### src/lsg_pkg.sv
// shared widths, codes and the classified item type for the led strip gradient unit
`default_nettype none
package lsg_pkg;

    localparam int POS_W   = 10;
    localparam int LEN_W   = 11;
    localparam int SEG_W   = 11;
    localparam int CNT_W   = 4;
    localparam int CH_W    = 8;
    localparam int RGB_W   = 24;
    localparam int PAIR_W  = 48;
    localparam int NPAIRS  = 4;
    localparam int IDX_W   = 3;
    localparam int PROD_W  = CH_W + SEG_W;
    localparam int CFG_IDX_W = 3;

    localparam int QUEUE_DEPTH = 4;
    localparam int QPTR_W      = $clog2(QUEUE_DEPTH);
    localparam int QCNT_W      = $clog2(QUEUE_DEPTH + 1);

    localparam logic [1:0] ST_OK       = 2'd0;
    localparam logic [1:0] ST_SEG_ZERO = 2'd1;
    localparam logic [1:0] ST_RANGE    = 2'd2;

    localparam logic [CFG_IDX_W-1:0] REG_COLOR_COUNT   = 3'd0;
    localparam logic [CFG_IDX_W-1:0] REG_GRADIENT_MODE = 3'd1;
    localparam logic [CFG_IDX_W-1:0] REG_STRIP_LENGTH  = 3'd2;
    localparam logic [CFG_IDX_W-1:0] REG_COLOR_PAIR_0  = 3'd3;
    localparam logic [CFG_IDX_W-1:0] REG_COLOR_PAIR_1  = 3'd4;
    localparam logic [CFG_IDX_W-1:0] REG_COLOR_PAIR_2  = 3'd5;
    localparam logic [CFG_IDX_W-1:0] REG_COLOR_PAIR_3  = 3'd6;

    typedef enum logic [1:0] {
        KIND_BLACK,
        KIND_SOLID,
        KIND_BLEND
    } kind_t;

    typedef struct packed {
        logic [POS_W-1:0] pos;
        kind_t            kind;
        logic [1:0]       status;
        logic [SEG_W-1:0] seg;
        logic [CNT_W-1:0] cnt;
    } fe_item_t;

endpackage
`default_nettype wire

### src/led_strip_gradient_color_unit.sv
// top level: configuration registers, front end, item queue and back end
// path from input transfer to result valid: front register, item queue, back-end stages, output register
// throughput: one item per cycle while the output is not stalled, set by the pipelined segment and channel dividers
// a 4-entry queue decouples front from back; intake resumes in the cycle after an output stall ends
// reset: asynchronous active low; clears pipeline valids and sets registers to
//        color count 0, continuous mode, strip length 1, all colours black
`default_nettype none
module led_strip_gradient_color_unit
    import lsg_pkg::*;
#(
    parameter int MAX_COLORS = 8,
    parameter int MAX_LEDS   = 1024
) (
    input  wire logic                  clk,
    input  wire logic                  rst_n,
    input  wire logic                  in_valid,
    output logic                       in_stall,
    input  wire logic [POS_W-1:0]      led_index,
    output logic                       out_valid,
    input  wire logic                  out_stall,
    output logic [POS_W-1:0]           led_position,
    output logic [CH_W-1:0]            red_level,
    output logic [CH_W-1:0]            green_level,
    output logic [CH_W-1:0]            blue_level,
    output logic [1:0]                 status,
    input  wire logic                  cfg_valid,
    output logic                       cfg_ready,
    input  wire logic [CFG_IDX_W-1:0]  cfg_index,
    input  wire logic [PAIR_W-1:0]     cfg_data
);

    logic [CNT_W-1:0]              color_count_reg;
    logic                          gradient_mode_reg;
    logic [LEN_W-1:0]              strip_length_reg;
    logic [NPAIRS-1:0][PAIR_W-1:0] color_pairs_reg;

    logic     q_full;
    logic     q_valid;
    logic     push;
    logic     pop;
    fe_item_t push_item;
    fe_item_t head_item;

    assign cfg_ready = 1'b1;

    always_ff @(posedge clk or negedge rst_n)
    begin
        if (!rst_n)
        begin
            color_count_reg   <= '0;
            gradient_mode_reg <= 1'b0;
            strip_length_reg  <= LEN_W'(1);
            color_pairs_reg   <= '0;
        end
        else if (cfg_valid && cfg_ready)
        begin
            unique case (cfg_index)
                REG_COLOR_COUNT:   color_count_reg    <= cfg_data[CNT_W-1:0];
                REG_GRADIENT_MODE: gradient_mode_reg  <= cfg_data[0];
                REG_STRIP_LENGTH:  strip_length_reg   <= cfg_data[LEN_W-1:0];
                REG_COLOR_PAIR_0:  color_pairs_reg[0] <= cfg_data;
                REG_COLOR_PAIR_1:  color_pairs_reg[1] <= cfg_data;
                REG_COLOR_PAIR_2:  color_pairs_reg[2] <= cfg_data;
                REG_COLOR_PAIR_3:  color_pairs_reg[3] <= cfg_data;
                default:           ;
            endcase
        end
    end

    lsg_front #(
        .MAX_COLORS (MAX_COLORS),
        .MAX_LEDS   (MAX_LEDS)
    ) u_front (
        .clk           (clk),
        .rst_n         (rst_n),
        .in_valid      (in_valid),
        .in_stall      (in_stall),
        .led_index     (led_index),
        .color_count   (color_count_reg),
        .gradient_mode (gradient_mode_reg),
        .strip_length  (strip_length_reg),
        .q_full        (q_full),
        .push          (push),
        .push_item     (push_item)
    );

    lsg_queue u_queue (
        .clk       (clk),
        .rst_n     (rst_n),
        .push      (push),
        .push_item (push_item),
        .pop       (pop),
        .q_full    (q_full),
        .q_valid   (q_valid),
        .head_item (head_item)
    );

    lsg_back u_back (
        .clk          (clk),
        .rst_n        (rst_n),
        .q_valid      (q_valid),
        .head_item    (head_item),
        .pop          (pop),
        .color_pairs  (color_pairs_reg),
        .out_valid    (out_valid),
        .out_stall    (out_stall),
        .led_position (led_position),
        .red_level    (red_level),
        .green_level  (green_level),
        .blue_level   (blue_level),
        .status       (status)
    );

endmodule
`default_nettype wire

### src/lsg_front.sv
// front end: accepts led positions, works out segment length and classifies each item
`default_nettype none
module lsg_front
    import lsg_pkg::*;
#(
    parameter int MAX_COLORS = 8,
    parameter int MAX_LEDS   = 1024
) (
    input  wire logic              clk,
    input  wire logic              rst_n,
    input  wire logic              in_valid,
    output logic                   in_stall,
    input  wire logic [POS_W-1:0]  led_index,
    input  wire logic [CNT_W-1:0]  color_count,
    input  wire logic              gradient_mode,
    input  wire logic [LEN_W-1:0]  strip_length,
    input  wire logic              q_full,
    output logic                   push,
    output fe_item_t               push_item
);

    localparam int LEN_MAX = (1 << LEN_W) - 1;
    localparam logic [LEN_W-1:0] LEN_CAP = LEN_W'((MAX_LEDS > LEN_MAX) ? LEN_MAX : MAX_LEDS);
    localparam logic [CNT_W-1:0] CNT_CAP = CNT_W'(MAX_COLORS);

    // ceil(2^16 / d) for the divisors that are not powers of two, exact for 11-bit dividends
    localparam int RECIP_SH = 16;
    localparam int RPROD_W  = LEN_W + RECIP_SH;
    localparam logic [RECIP_SH-1:0] RECIP_3 = 16'd21846;
    localparam logic [RECIP_SH-1:0] RECIP_5 = 16'd13108;
    localparam logic [RECIP_SH-1:0] RECIP_6 = 16'd10923;
    localparam logic [RECIP_SH-1:0] RECIP_7 = 16'd9363;

    logic [LEN_W-1:0]    len;
    logic [CNT_W-1:0]    cnt;
    logic [LEN_W-1:0]    dividend;
    logic [CNT_W-1:0]    divisor;
    logic [RECIP_SH-1:0] recip;
    logic [RPROD_W-1:0]  recip_prod;
    logic [SEG_W-1:0]    seg;
    fe_item_t            item_next;

    logic             f_valid_reg;
    fe_item_t         f_item_reg;

    always_comb
    begin
        len      = (strip_length > LEN_CAP) ? LEN_CAP : strip_length;
        cnt      = (color_count > CNT_CAP) ? CNT_CAP : color_count;
        dividend = gradient_mode ? len - LEN_W'(1) : len;
        divisor  = gradient_mode ? cnt - CNT_W'(1) : cnt;
        unique case (divisor)
            4'd3:    recip = RECIP_3;
            4'd5:    recip = RECIP_5;
            4'd6:    recip = RECIP_6;
            4'd7:    recip = RECIP_7;
            default: recip = '0;
        endcase
        recip_prod = RPROD_W'(dividend) * RPROD_W'(recip);
        // divisor is a small count: shifts for 1, 2, 4 and 8, reciprocal multiply for 3, 5, 6 and 7, zero otherwise
        unique case (divisor)
            4'd1:    seg = dividend;
            4'd2:    seg = dividend >> 1;
            4'd4:    seg = dividend >> 2;
            4'd8:    seg = dividend >> 3;
            4'd3, 4'd5, 4'd6, 4'd7:
                     seg = recip_prod[RPROD_W-1:RECIP_SH];
            default: seg = '0;
        endcase

        item_next.pos    = led_index;
        item_next.seg    = seg;
        item_next.cnt    = cnt;
        item_next.status = ST_OK;
        item_next.kind   = KIND_BLACK;
        priority if ({1'b0, led_index} >= len)
        begin
            item_next.status = ST_RANGE;
        end
        else if (cnt == '0)
        begin
            item_next.kind = KIND_BLACK;
        end
        else if (cnt == CNT_W'(1))
        begin
            item_next.kind = KIND_SOLID;
        end
        else if (seg == '0)
        begin
            item_next.status = ST_SEG_ZERO;
        end
        else
        begin
            item_next.kind = KIND_BLEND;
        end
    end

    assign in_stall  = f_valid_reg && q_full;
    assign push      = f_valid_reg && !q_full;
    assign push_item = f_item_reg;

    always_ff @(posedge clk or negedge rst_n)
    begin
        if (!rst_n)
        begin
            f_valid_reg <= 1'b0;
        end
        else if (!in_stall)
        begin
            f_valid_reg <= in_valid;
        end
    end

    always_ff @(posedge clk)
    begin
        if (in_valid && !in_stall)
        begin
            f_item_reg <= item_next;
        end
    end

endmodule
`default_nettype wire

### src/lsg_queue.sv
// short fifo of classified items between the front and back ends
`default_nettype none
module lsg_queue
    import lsg_pkg::*;
(
    input  wire logic     clk,
    input  wire logic     rst_n,
    input  wire logic     push,
    input  wire fe_item_t push_item,
    input  wire logic     pop,
    output logic          q_full,
    output logic          q_valid,
    output fe_item_t      head_item
);

    fe_item_t            mem [QUEUE_DEPTH];
    logic [QPTR_W-1:0]   wr_ptr_reg;
    logic [QPTR_W-1:0]   rd_ptr_reg;
    logic [QCNT_W-1:0]   count_reg;
    logic [QCNT_W-1:0]   count_next;

    assign q_full    = (count_reg == QCNT_W'(QUEUE_DEPTH));
    assign q_valid   = (count_reg != '0);
    assign head_item = mem[rd_ptr_reg];

    always_comb
    begin
        count_next = count_reg;
        if (push && !pop)
        begin
            count_next = count_reg + QCNT_W'(1);
        end
        else if (pop && !push)
        begin
            count_next = count_reg - QCNT_W'(1);
        end
    end

    always_ff @(posedge clk or negedge rst_n)
    begin
        if (!rst_n)
        begin
            wr_ptr_reg <= '0;
            rd_ptr_reg <= '0;
            count_reg  <= '0;
        end
        else
        begin
            if (push)
            begin
                wr_ptr_reg <= wr_ptr_reg + QPTR_W'(1);
            end
            if (pop)
            begin
                rd_ptr_reg <= rd_ptr_reg + QPTR_W'(1);
            end
            count_reg <= count_next;
        end
    end

    always_ff @(posedge clk)
    begin
        if (push)
        begin
            mem[wr_ptr_reg] <= push_item;
        end
    end

endmodule
`default_nettype wire

### src/lsg_back.sv
// back end: pipelined segment divide, colour fetch, channel blend and output register
`default_nettype none
module lsg_back
    import lsg_pkg::*;
(
    input  wire logic                     clk,
    input  wire logic                     rst_n,
    input  wire logic                     q_valid,
    input  wire fe_item_t                 head_item,
    output logic                          pop,
    input  wire logic [NPAIRS-1:0][PAIR_W-1:0] color_pairs,
    output logic                          out_valid,
    input  wire logic                     out_stall,
    output logic [POS_W-1:0]              led_position,
    output logic [CH_W-1:0]               red_level,
    output logic [CH_W-1:0]               green_level,
    output logic [CH_W-1:0]               blue_level,
    output logic [1:0]                    status
);

    // stage 0 load, POS_W quotient steps, index, colour, multiply, CH_W fraction steps
    localparam int ST_IDX  = POS_W + 1;
    localparam int ST_COL  = POS_W + 2;
    localparam int ST_MUL  = POS_W + 3;
    localparam int ST_FRAC = POS_W + 4;
    localparam int NST     = ST_FRAC + CH_W;

    typedef struct packed {
        fe_item_t                    item;
        logic [SEG_W-1:0]            prem;
        logic [POS_W-1:0]            quo;
        logic [IDX_W-1:0]            ci;
        logic [IDX_W-1:0]            ni;
        logic [2:0][CH_W-1:0]        base;
        logic [2:0]                  neg;
        logic [2:0][CH_W-1:0]        mag;
        logic [2:0][PROD_W-1:0]      num;
        logic [2:0][CH_W-1:0]        frac;
    } pipe_t;

    function automatic logic [RGB_W-1:0] colour_at(
        input logic [NPAIRS-1:0][PAIR_W-1:0] pairs,
        input logic [IDX_W-1:0]              idx
    );
        logic [PAIR_W-1:0] pair;
        pair = pairs[idx[IDX_W-1:1]];
        return idx[0] ? pair[PAIR_W-1:RGB_W] : pair[RGB_W-1:0];
    endfunction

    // a blended position's segment number stays below twice the colour count
    function automatic logic [IDX_W-1:0] quo_mod(
        input logic [POS_W-1:0] q,
        input logic [CNT_W-1:0] c
    );
        logic [POS_W-1:0] r;
        r = (q >= POS_W'(c)) ? q - POS_W'(c) : q;
        return IDX_W'(r);
    endfunction

    pipe_t            stg_reg  [NST];
    pipe_t            stg_next [NST];
    logic [NST-1:0]   vld_reg;
    logic             adv;

    logic             out_valid_reg;
    logic [POS_W-1:0] pos_reg;
    logic [RGB_W-1:0] rgb_reg;
    logic [1:0]       status_reg;
    logic [RGB_W-1:0] rgb_next;

    // the whole back end moves together whenever the output register can take a transfer
    assign adv = !out_valid_reg || !out_stall;
    assign pop = adv && q_valid;

    always_comb
    begin
        stg_next[0]      = '0;
        stg_next[0].item = head_item;
    end

    for (genvar k = 1; k < NST; k++)
    begin : g_stage
        if (k <= POS_W)
        begin : g_quo
            // restoring divide of position by segment, one quotient bit per stage
            localparam int B = POS_W - k;
            logic [SEG_W:0] trial;
            always_comb
            begin
                stg_next[k] = stg_reg[k-1];
                trial = {stg_reg[k-1].prem, stg_reg[k-1].item.pos[B]};
                if (trial >= {1'b0, stg_reg[k-1].item.seg})
                begin
                    stg_next[k].prem = SEG_W'(trial - {1'b0, stg_reg[k-1].item.seg});
                    stg_next[k].quo  = {stg_reg[k-1].quo[POS_W-2:0], 1'b1};
                end
                else
                begin
                    stg_next[k].prem = SEG_W'(trial);
                    stg_next[k].quo  = {stg_reg[k-1].quo[POS_W-2:0], 1'b0};
                end
            end
        end
        else if (k == ST_IDX)
        begin : g_idx
            logic [IDX_W-1:0] ci;
            always_comb
            begin
                stg_next[k] = stg_reg[k-1];
                ci = quo_mod(stg_reg[k-1].quo, stg_reg[k-1].item.cnt);
                stg_next[k].ci = ci;
                stg_next[k].ni = ({1'b0, ci} + CNT_W'(1) == stg_reg[k-1].item.cnt) ?
                                 '0 : ci + IDX_W'(1);
            end
        end
        else if (k == ST_COL)
        begin : g_col
            logic [RGB_W-1:0] c0;
            logic [RGB_W-1:0] c1;
            always_comb
            begin
                stg_next[k] = stg_reg[k-1];
                c0 = colour_at(color_pairs, stg_reg[k-1].ci);
                c1 = colour_at(color_pairs, stg_reg[k-1].ni);
                for (int ch = 0; ch < 3; ch++)
                begin
                    stg_next[k].base[ch] = c0[ch*CH_W +: CH_W];
                    stg_next[k].neg[ch]  = c1[ch*CH_W +: CH_W] < c0[ch*CH_W +: CH_W];
                    stg_next[k].mag[ch]  = stg_next[k].neg[ch] ?
                        c0[ch*CH_W +: CH_W] - c1[ch*CH_W +: CH_W] :
                        c1[ch*CH_W +: CH_W] - c0[ch*CH_W +: CH_W];
                end
            end
        end
        else if (k == ST_MUL)
        begin : g_mul
            always_comb
            begin
                stg_next[k] = stg_reg[k-1];
                for (int ch = 0; ch < 3; ch++)
                begin
                    stg_next[k].num[ch] = PROD_W'(stg_reg[k-1].mag[ch]) *
                                          PROD_W'(stg_reg[k-1].prem);
                end
            end
        end
        else
        begin : g_frac
            // |d|*rem / seg, quotient is below 2^CH_W since rem < seg
            localparam int J = NST - 1 - k;
            logic [PROD_W-1:0] sub;
            always_comb
            begin
                stg_next[k] = stg_reg[k-1];
                sub = PROD_W'(stg_reg[k-1].item.seg) << J;
                for (int ch = 0; ch < 3; ch++)
                begin
                    if (stg_reg[k-1].num[ch] >= sub)
                    begin
                        stg_next[k].num[ch]  = stg_reg[k-1].num[ch] - sub;
                        stg_next[k].frac[ch] = {stg_reg[k-1].frac[ch][CH_W-2:0], 1'b1};
                    end
                    else
                    begin
                        stg_next[k].frac[ch] = {stg_reg[k-1].frac[ch][CH_W-2:0], 1'b0};
                    end
                end
            end
        end
    end

    always_ff @(posedge clk or negedge rst_n)
    begin
        if (!rst_n)
        begin
            vld_reg <= '0;
        end
        else if (adv)
        begin
            vld_reg <= {vld_reg[NST-2:0], q_valid};
        end
    end

    always_ff @(posedge clk)
    begin
        if (adv)
        begin
            for (int k = 0; k < NST; k++)
            begin
                stg_reg[k] <= stg_next[k];
            end
        end
    end

    always_comb
    begin
        rgb_next = '0;
        unique case (stg_reg[NST-1].item.kind)
            KIND_SOLID:
            begin
                rgb_next = colour_at(color_pairs, '0);
            end
            KIND_BLEND:
            begin
                for (int ch = 0; ch < 3; ch++)
                begin
                    rgb_next[ch*CH_W +: CH_W] = stg_reg[NST-1].neg[ch] ?
                        stg_reg[NST-1].base[ch] - stg_reg[NST-1].frac[ch] :
                        stg_reg[NST-1].base[ch] + stg_reg[NST-1].frac[ch];
                end
            end
            default:
            begin
                rgb_next = '0;
            end
        endcase
    end

    always_ff @(posedge clk or negedge rst_n)
    begin
        if (!rst_n)
        begin
            out_valid_reg <= 1'b0;
        end
        else if (adv)
        begin
            out_valid_reg <= vld_reg[NST-1];
        end
    end

    always_ff @(posedge clk)
    begin
        if (adv)
        begin
            pos_reg    <= stg_reg[NST-1].item.pos;
            rgb_reg    <= rgb_next;
            status_reg <= stg_reg[NST-1].item.status;
        end
    end

    assign out_valid    = out_valid_reg;
    assign led_position = pos_reg;
    assign red_level    = rgb_reg[3*CH_W-1:2*CH_W];
    assign green_level  = rgb_reg[2*CH_W-1:CH_W];
    assign blue_level   = rgb_reg[CH_W-1:0];
    assign status       = status_reg;

endmodule
`default_nettype wire

### config.mk
export PLATFORM = sky130hd
export DESIGN_NAME = led_strip_gradient_color_unit
export DESIGN_NICKNAME = d
export VERILOG_FILES = /design/src/lsg_pkg.sv /design/src/led_strip_gradient_color_unit.sv /design/src/lsg_front.sv /design/src/lsg_queue.sv /design/src/lsg_back.sv
export SDC_FILE = /design/constraint.sdc
export NUM_CORES = 2
export LEC_CHECK = 0
export BUFFER_PORTS_ARGS = -buffer_cell sky130_fd_sc_hd__buf_4
export CORE_ASPECT_RATIO = 0.6
export CORE_MARGIN = 4
export CORE_UTILIZATION = 45
export CTS_CLUSTER_SIZE = 30
export DETAILED_ROUTE_END_ITERATION = 8
export MAX_ROUTING_LAYER = met4
export PLACE_DENSITY = 0.63
export SYNTH_ARGS = -nofsm -noshare
export SYNTH_HDL_FRONTEND = slang
export SYNTH_MEMORY_MAX_BITS = 65536
export SYNTH_SLANG_ARGS = --single-unit
### constraint.sdc
create_clock -name clk -period 71.3 [get_ports clk]
set_input_delay 10.695 -clock clk [delete_from_list [all_inputs] [get_ports clk]]
set_output_delay 10.695 -clock clk [all_outputs]
set_load 0.01 [all_outputs]
After elaboration in Yosys (flattened, before gate mapping)
Memories as Yosys holds them, arrays and structs flattened.
Index checks and enable logic that the tools add are counted.
{ "classes": {"add_sub_neg": 55, "multipliers": 4, "magnitude_cmp": 43, "eq_ne": 19, "n_mux": 90, "n_reduce_logical": 28} }
{ "op_table": {"columns": ["cell", "n"], "rows": [
  ["2-to-1 mux 19 bit", 24],
  ["2-to-1 mux 21 bit", 10],
  ["binary-select mux 48 bit (select 2 bit)", 2],
  ["greater-or-equal comparator 12 x 11 -> 1 bit", 10],
  ["subtractor 11 bit", 10],
  ["2-to-1 mux 48 bit", 2],
  ["subtractor 8 bit", 9],
  ["one-hot mux 15 bit (4 select lines)", 1],
  ["greater-or-equal comparator 19 x 11 -> 1 bit", 3],
  ["greater-or-equal comparator 19 x 12 -> 1 bit", 3],
  ["greater-or-equal comparator 19 x 13 -> 1 bit", 3],
  ["greater-or-equal comparator 19 x 14 -> 1 bit", 3],
  ["greater-or-equal comparator 19 x 15 -> 1 bit", 3],
  ["greater-or-equal comparator 19 x 16 -> 1 bit", 3],
  ["greater-or-equal comparator 19 x 17 -> 1 bit", 3],
  ["greater-or-equal comparator 19 x 18 -> 1 bit", 3],
  ["multiplier 8 x 11 -> 19 bit", 3],
  ["subtractor 19 x 11 -> 19 bit", 3],
  ["subtractor 19 x 12 -> 19 bit", 3],
  ["subtractor 19 x 13 -> 19 bit", 3],
  ["subtractor 19 x 14 -> 19 bit", 3],
  ["subtractor 19 x 15 -> 19 bit", 3],
  ["subtractor 19 x 16 -> 19 bit", 3],
  ["subtractor 19 x 17 -> 19 bit", 3],
  ["other kinds (47)", 123]
]} }
{ "totals": {"reg_bits": 304, "ramBits": 4252, "inputBits": 66, "output_inout_bits": 39, "word_cells": 264, "memories": 2} }
{ "mem_list": {"columns": ["memory", "words", "word_bits", "rd", "rd_clocked_by_memory_dff", "write_ports", "line_no", "source"], "rows": [
  ["u_back.stg_reg", 22, 188, 22, 0, 22, "lsg_back.sv:60", "pipe_t stg_reg [NST];"],
  ["u_queue.mem", 4, 29, 1, 0, 1, "lsg_queue.sv:16", "fe_item_t mem [QUEUE_DEPTH];"]
]} }

Longest topological paths before layout
{ "depth": {"depth_word": 12, "mapped_depth": 33, "depth_no_buf": 30} }

Hierarchy
Synthesis repeated with hierarchy kept, for this count alone.
{ "hier_totals": {"cells_unflattened": 8135, "area_unflattened_um2": 107335.4} }
{ "modules_own_cells": {"columns": ["mod", "n_inst", "cells_per_inst", "area_per_inst_um2", "seq_area_each_um2"], "rows": [
  ["lsg_back", 1, 6674, 87549.0, 50723.6],
  ["led_strip_gradient_color_unit", 1, 446, 7857.5, 5206.2],
  ["lsg_front", 1, 830, 7349.5, 895.9],
  ["lsg_queue", 1, 185, 4579.4, 3658.5]
]} }

Least setup slack after synthesis
No wires, ideal clock.
{ "synth_timing": {"kind": "input to register", "startpoint": "in out_stall", "endpoint": "reg u_back.vld_reg[13]", "setup_time_ns": 0.220, "arrival_time_ns": 61.468, "required_ns": 71.080, "slack_ns": 9.612, "stages": 3, "path_buffers": 1, "path_cell_list": "nand2_1 buf_1 mux2_2"} }
{ "synth_between": {"elab_chain_cells": 2} }
{ "synth_lines": {"columns": ["item", "line_no", "source"], "rows": [
  ["from (decl)", "led_strip_gradient_color_unit.sv:20", "input wire logic out_stall,"],
  ["logical NOT 1 bit", "lsg_back.sv:72", "assign adv = !out_valid_reg || !out_stall;"],
  ["logical OR 1 bit", "lsg_back.sv:72", null],
  ["net u_back.adv", "lsg_back.sv:63", "logic adv;"],
  ["to (signal assigned)", "lsg_back.sv:180", "vld_reg <= {vld_reg[NST-2:0], q_valid};"],
  ["to (decl)", "lsg_back.sv:62", "logic [NST-1:0] vld_reg;"]
]} }
The timed path passes the listed nets, and every way through them passes these cells.
A chain may end at the register's enable or synchronous reset.

==> summary.txt <==
Synth
  – Yosys reg bits: 2054
  – Syn nets: 8986
  – Synth top area cells: edfxtp_1 52%, ha_1 7.6%, fa_1 6.0%
  – Netlist cell types: just under 90
  – Register area share after synthesis: 0.573
  – Top-area cell type share of the netlist area: 0.516
  – Synth Area per Inst: roughly 13 um^2
  – Most frequent cell after synthesis: edfxtp_1
  – Syn. warnings: 0
  – Top FF cell, synth: edfxtp_1
  – Post-synth top cells: 1815 x edfxtp_1, 926 x inv_1, 637 x ha_1
  – EDFF count, synth: 1815
  – Count of mapped cells out of synthesis: 7965
  – Asr flop ratio synth: 0.116
  – Post-Synthesis Cell Area: ~110000 um^2
  – Cell taking the most area after synthesis: edfxtp_1

Timing
  – Fmax: 59.9 MHz
  – Period utilization: 0.234
  – Hold slack: 392 ps
  – Final setup violating endpoints: 0
  – Max_slew headroom: 0.143
  – Clk_skew: approximately 59 ps
  – Final Hold Viols: 0
  – Total Negative Setup Slacks: 0 ps
  – RSZ-0062 raised after global routing: no
  – Final Critical Period: 16700 ps
  – Slew Limit Fails: 0
  – Worst-Margin Slew: around 1300 ps

CTS
  – Worst-path clk slew: about 60 ps
  – Hold-fix buffers at CTS: 0
  – Clock Latency Late Sink: 850 ps
  – Clock Sinks: 2054
  – Clock Tree Root: clkbuf_16
  – CTS buffer count: 195
  – H-tree levels: 4
  – CTS tree: done
  – Resized Gates After CTS: 0
  – Setup repair bufs after CTS: 0
  – Max Root-Sink Buffers: 4

Placed design
  – DP HPWL: 185 mm
  – Routability-driven placement congestion ratio: 0.938
  – Placed Area: between 100000 and 150000 um^2
  – IO Port Bufs: just over 100

Final layout
  – Final #Nets: 9172
  – Finished Cell Area: 117000 um^2
  – Layout cells sized above 1: 0.120
  – Fillcell total: 19900
  – Area Overhead vs Synth: 10.5%
  – Area of the multi-input gates: 40900 um^2
  – Storage cell area: 60500 um^2
  – Max reg flops: 1634

Global routing
  – Vias in the first global route: 61400
  – GRT overflow: 0
  – Global routing usage on met2: 0.276
  – Pin count of the biggest net entering global routing: 177
  – M1 GR Usage: 0.340
  – Busiest layer in global routing: met1
  – Initial antenna violation count: 13
  – Global-route wire length before repair: 383 mm
  – GR Layer Usage met3: 0.0432
  – Tot GR Track Use: 0.212

Setup path
  – Most used cell, CP: buf_4
  – Critical Path, Cell by Cell: buf_4 > nand2_4 > buf_4 > buf_4 > buf_4 > buf_4 > buf_12 > buf_4 > buf_4
  – Worst endpoint required time: 71730 ps
  – Slowest Stage Delay on Critical Path: 890 ps
  – Worst reg2reg path depth: 26
  – Worst path top cell family by delay: buffers and inverters
  – CP bufs+invs: 8
  – Maximum net fanout on the critical path: 176
  – WP depth: 9
  – WP data arrival: 17130 ps
  – CP Launch Type: primary input
  – CP max-delay cell: buf_4
  – Type of the worst setup path: primary input to flip-flop
  – Worst setup EP type: flip-flop

Floorplanning
  – # rows: 137
  – Initial Util: 0.453
  – Core box area: 233000 um^2
  – I/O pins: 105
  – Die H: 383 um
  – Die area: between 200000 and 250000 um^2
  – Width of the chip: 633 um

Drt
  – TritonRoute pass-1 iters: 6
  – Via density: about 5.5
  – Routed wire per std cell: 22.0 um
  – DR DRC count: 0
  – Initial DRC count: 6680
  – Post-DRT Antenna Nets: 0
  – Vias: roughly 63000
  – Final wirelength: 252 mm

Run
  – Max Cap Violations: 0

Hold path
  – Hold path depth: 0
  – Worst min path class: flip-flop to flip-flop

Status
  – Status: completed
[worst register-to-register path, delay by kind of cell (launching register included)]
family,cells,cell delay [ps]
simple gates,10,2470
buf+inv,3,610
fa+ha+maj,7,2970
compound gates,6,2600
flops,1,760
[layout make-up]
type	count	share of cell area
diodes	7	0.000150
clock buffers	233	0.0447
clock inverters	120	0.0110
inverters	926	0.0298
multi-input cells	4802	0.351
flip-flops and latches	2054	0.519
well taps	3127	0.0336
repair buffers	172	0.0112
[per-stage QoR]
step	setup WS, ps	util	cells
floorplan	9610	-	7965
global placement	53880	0.473	11100
detailed placement	53640	0.473	11100
CTS	54540	0.501	11400
global route	54040	0.501	11400
finish	54600	0.501	11400
[cells in the final DEF (no fill, tap or decap), types with 30 or more instances in the layout]
cell type / n
edfxtp_1: 1815
o31ai_1: 94
nor4_1: 56
nand3_1: 114
o21a_1: 59
or3_1: 30
buf_4: 170
fa_1: 318
a21boi_0: 140
dfrtp_1: 236
clkbuf_16: 201
o21ai_0: 365
mux2_2: 353
nor3_1: 88
xnor2_1: 175
mux4_2: 125
clkinv_2: 30
clkinv_1: 35
ha_1: 637
nand2_1: 491
and2_1: 156
nor2b_1: 101
nand2b_1: 55
nand4_1: 63
mux2i_1: 116
nor2_1: 524
a21o_1: 56
a21oi_1: 219
inv_1: 926
xor2_1: 100
[final timing paths]
| check | from | slack (ps) | to |
|---|---|---|---|
| min in group asynchronous | rst_n | 9810 | color_pairs_reg[104]$_DFFE_PN0P_ |
| max | out_stall | 54600 | u_back.stg_reg[8][35]$_DFFE_PP_ |
| max in group asynchronous | rst_n | 59950 | color_pairs_reg[163]$_DFFE_PN0P_ |
| min reg2reg | u_back.stg_reg[0][348]$_DFFE_PP_ | 390 | u_back.stg_reg[1][160]$_DFFE_PP_ |
| max reg2reg | strip_length_reg[10]$_DFFE_PN0P_ | 61610 | u_front.push_item[18]$_SDFFCE_PP0P_ |
| min | u_back.stg_reg[0][348]$_DFFE_PP_ | 390 | u_back.stg_reg[1][160]$_DFFE_PP_ |
[kinds of logic after synthesis]
family,Yosys count,share of synthesized area
muxes,594,0.0753
and+or+nand+nor,1833,0.0843
DFF,2054,0.573
adders and majority gates,955,0.136
other,1,0.0000355
buffers and inverters,1109,0.0395
AOI/OAI and AO/OA,1144,0.0690
xor gates and xnor gates,275,0.0228
[metal layers]
metal,share of wire,vias up
li1,-,29100
met1,0.51,31900
met2,0.40,2021
met3,0.079,287
met4,0.017,0
met5,0,-
Power is left out: the tool's default activity adds up to more than one toggle a clock period on the data nets, which glitch-free logic cannot reach.
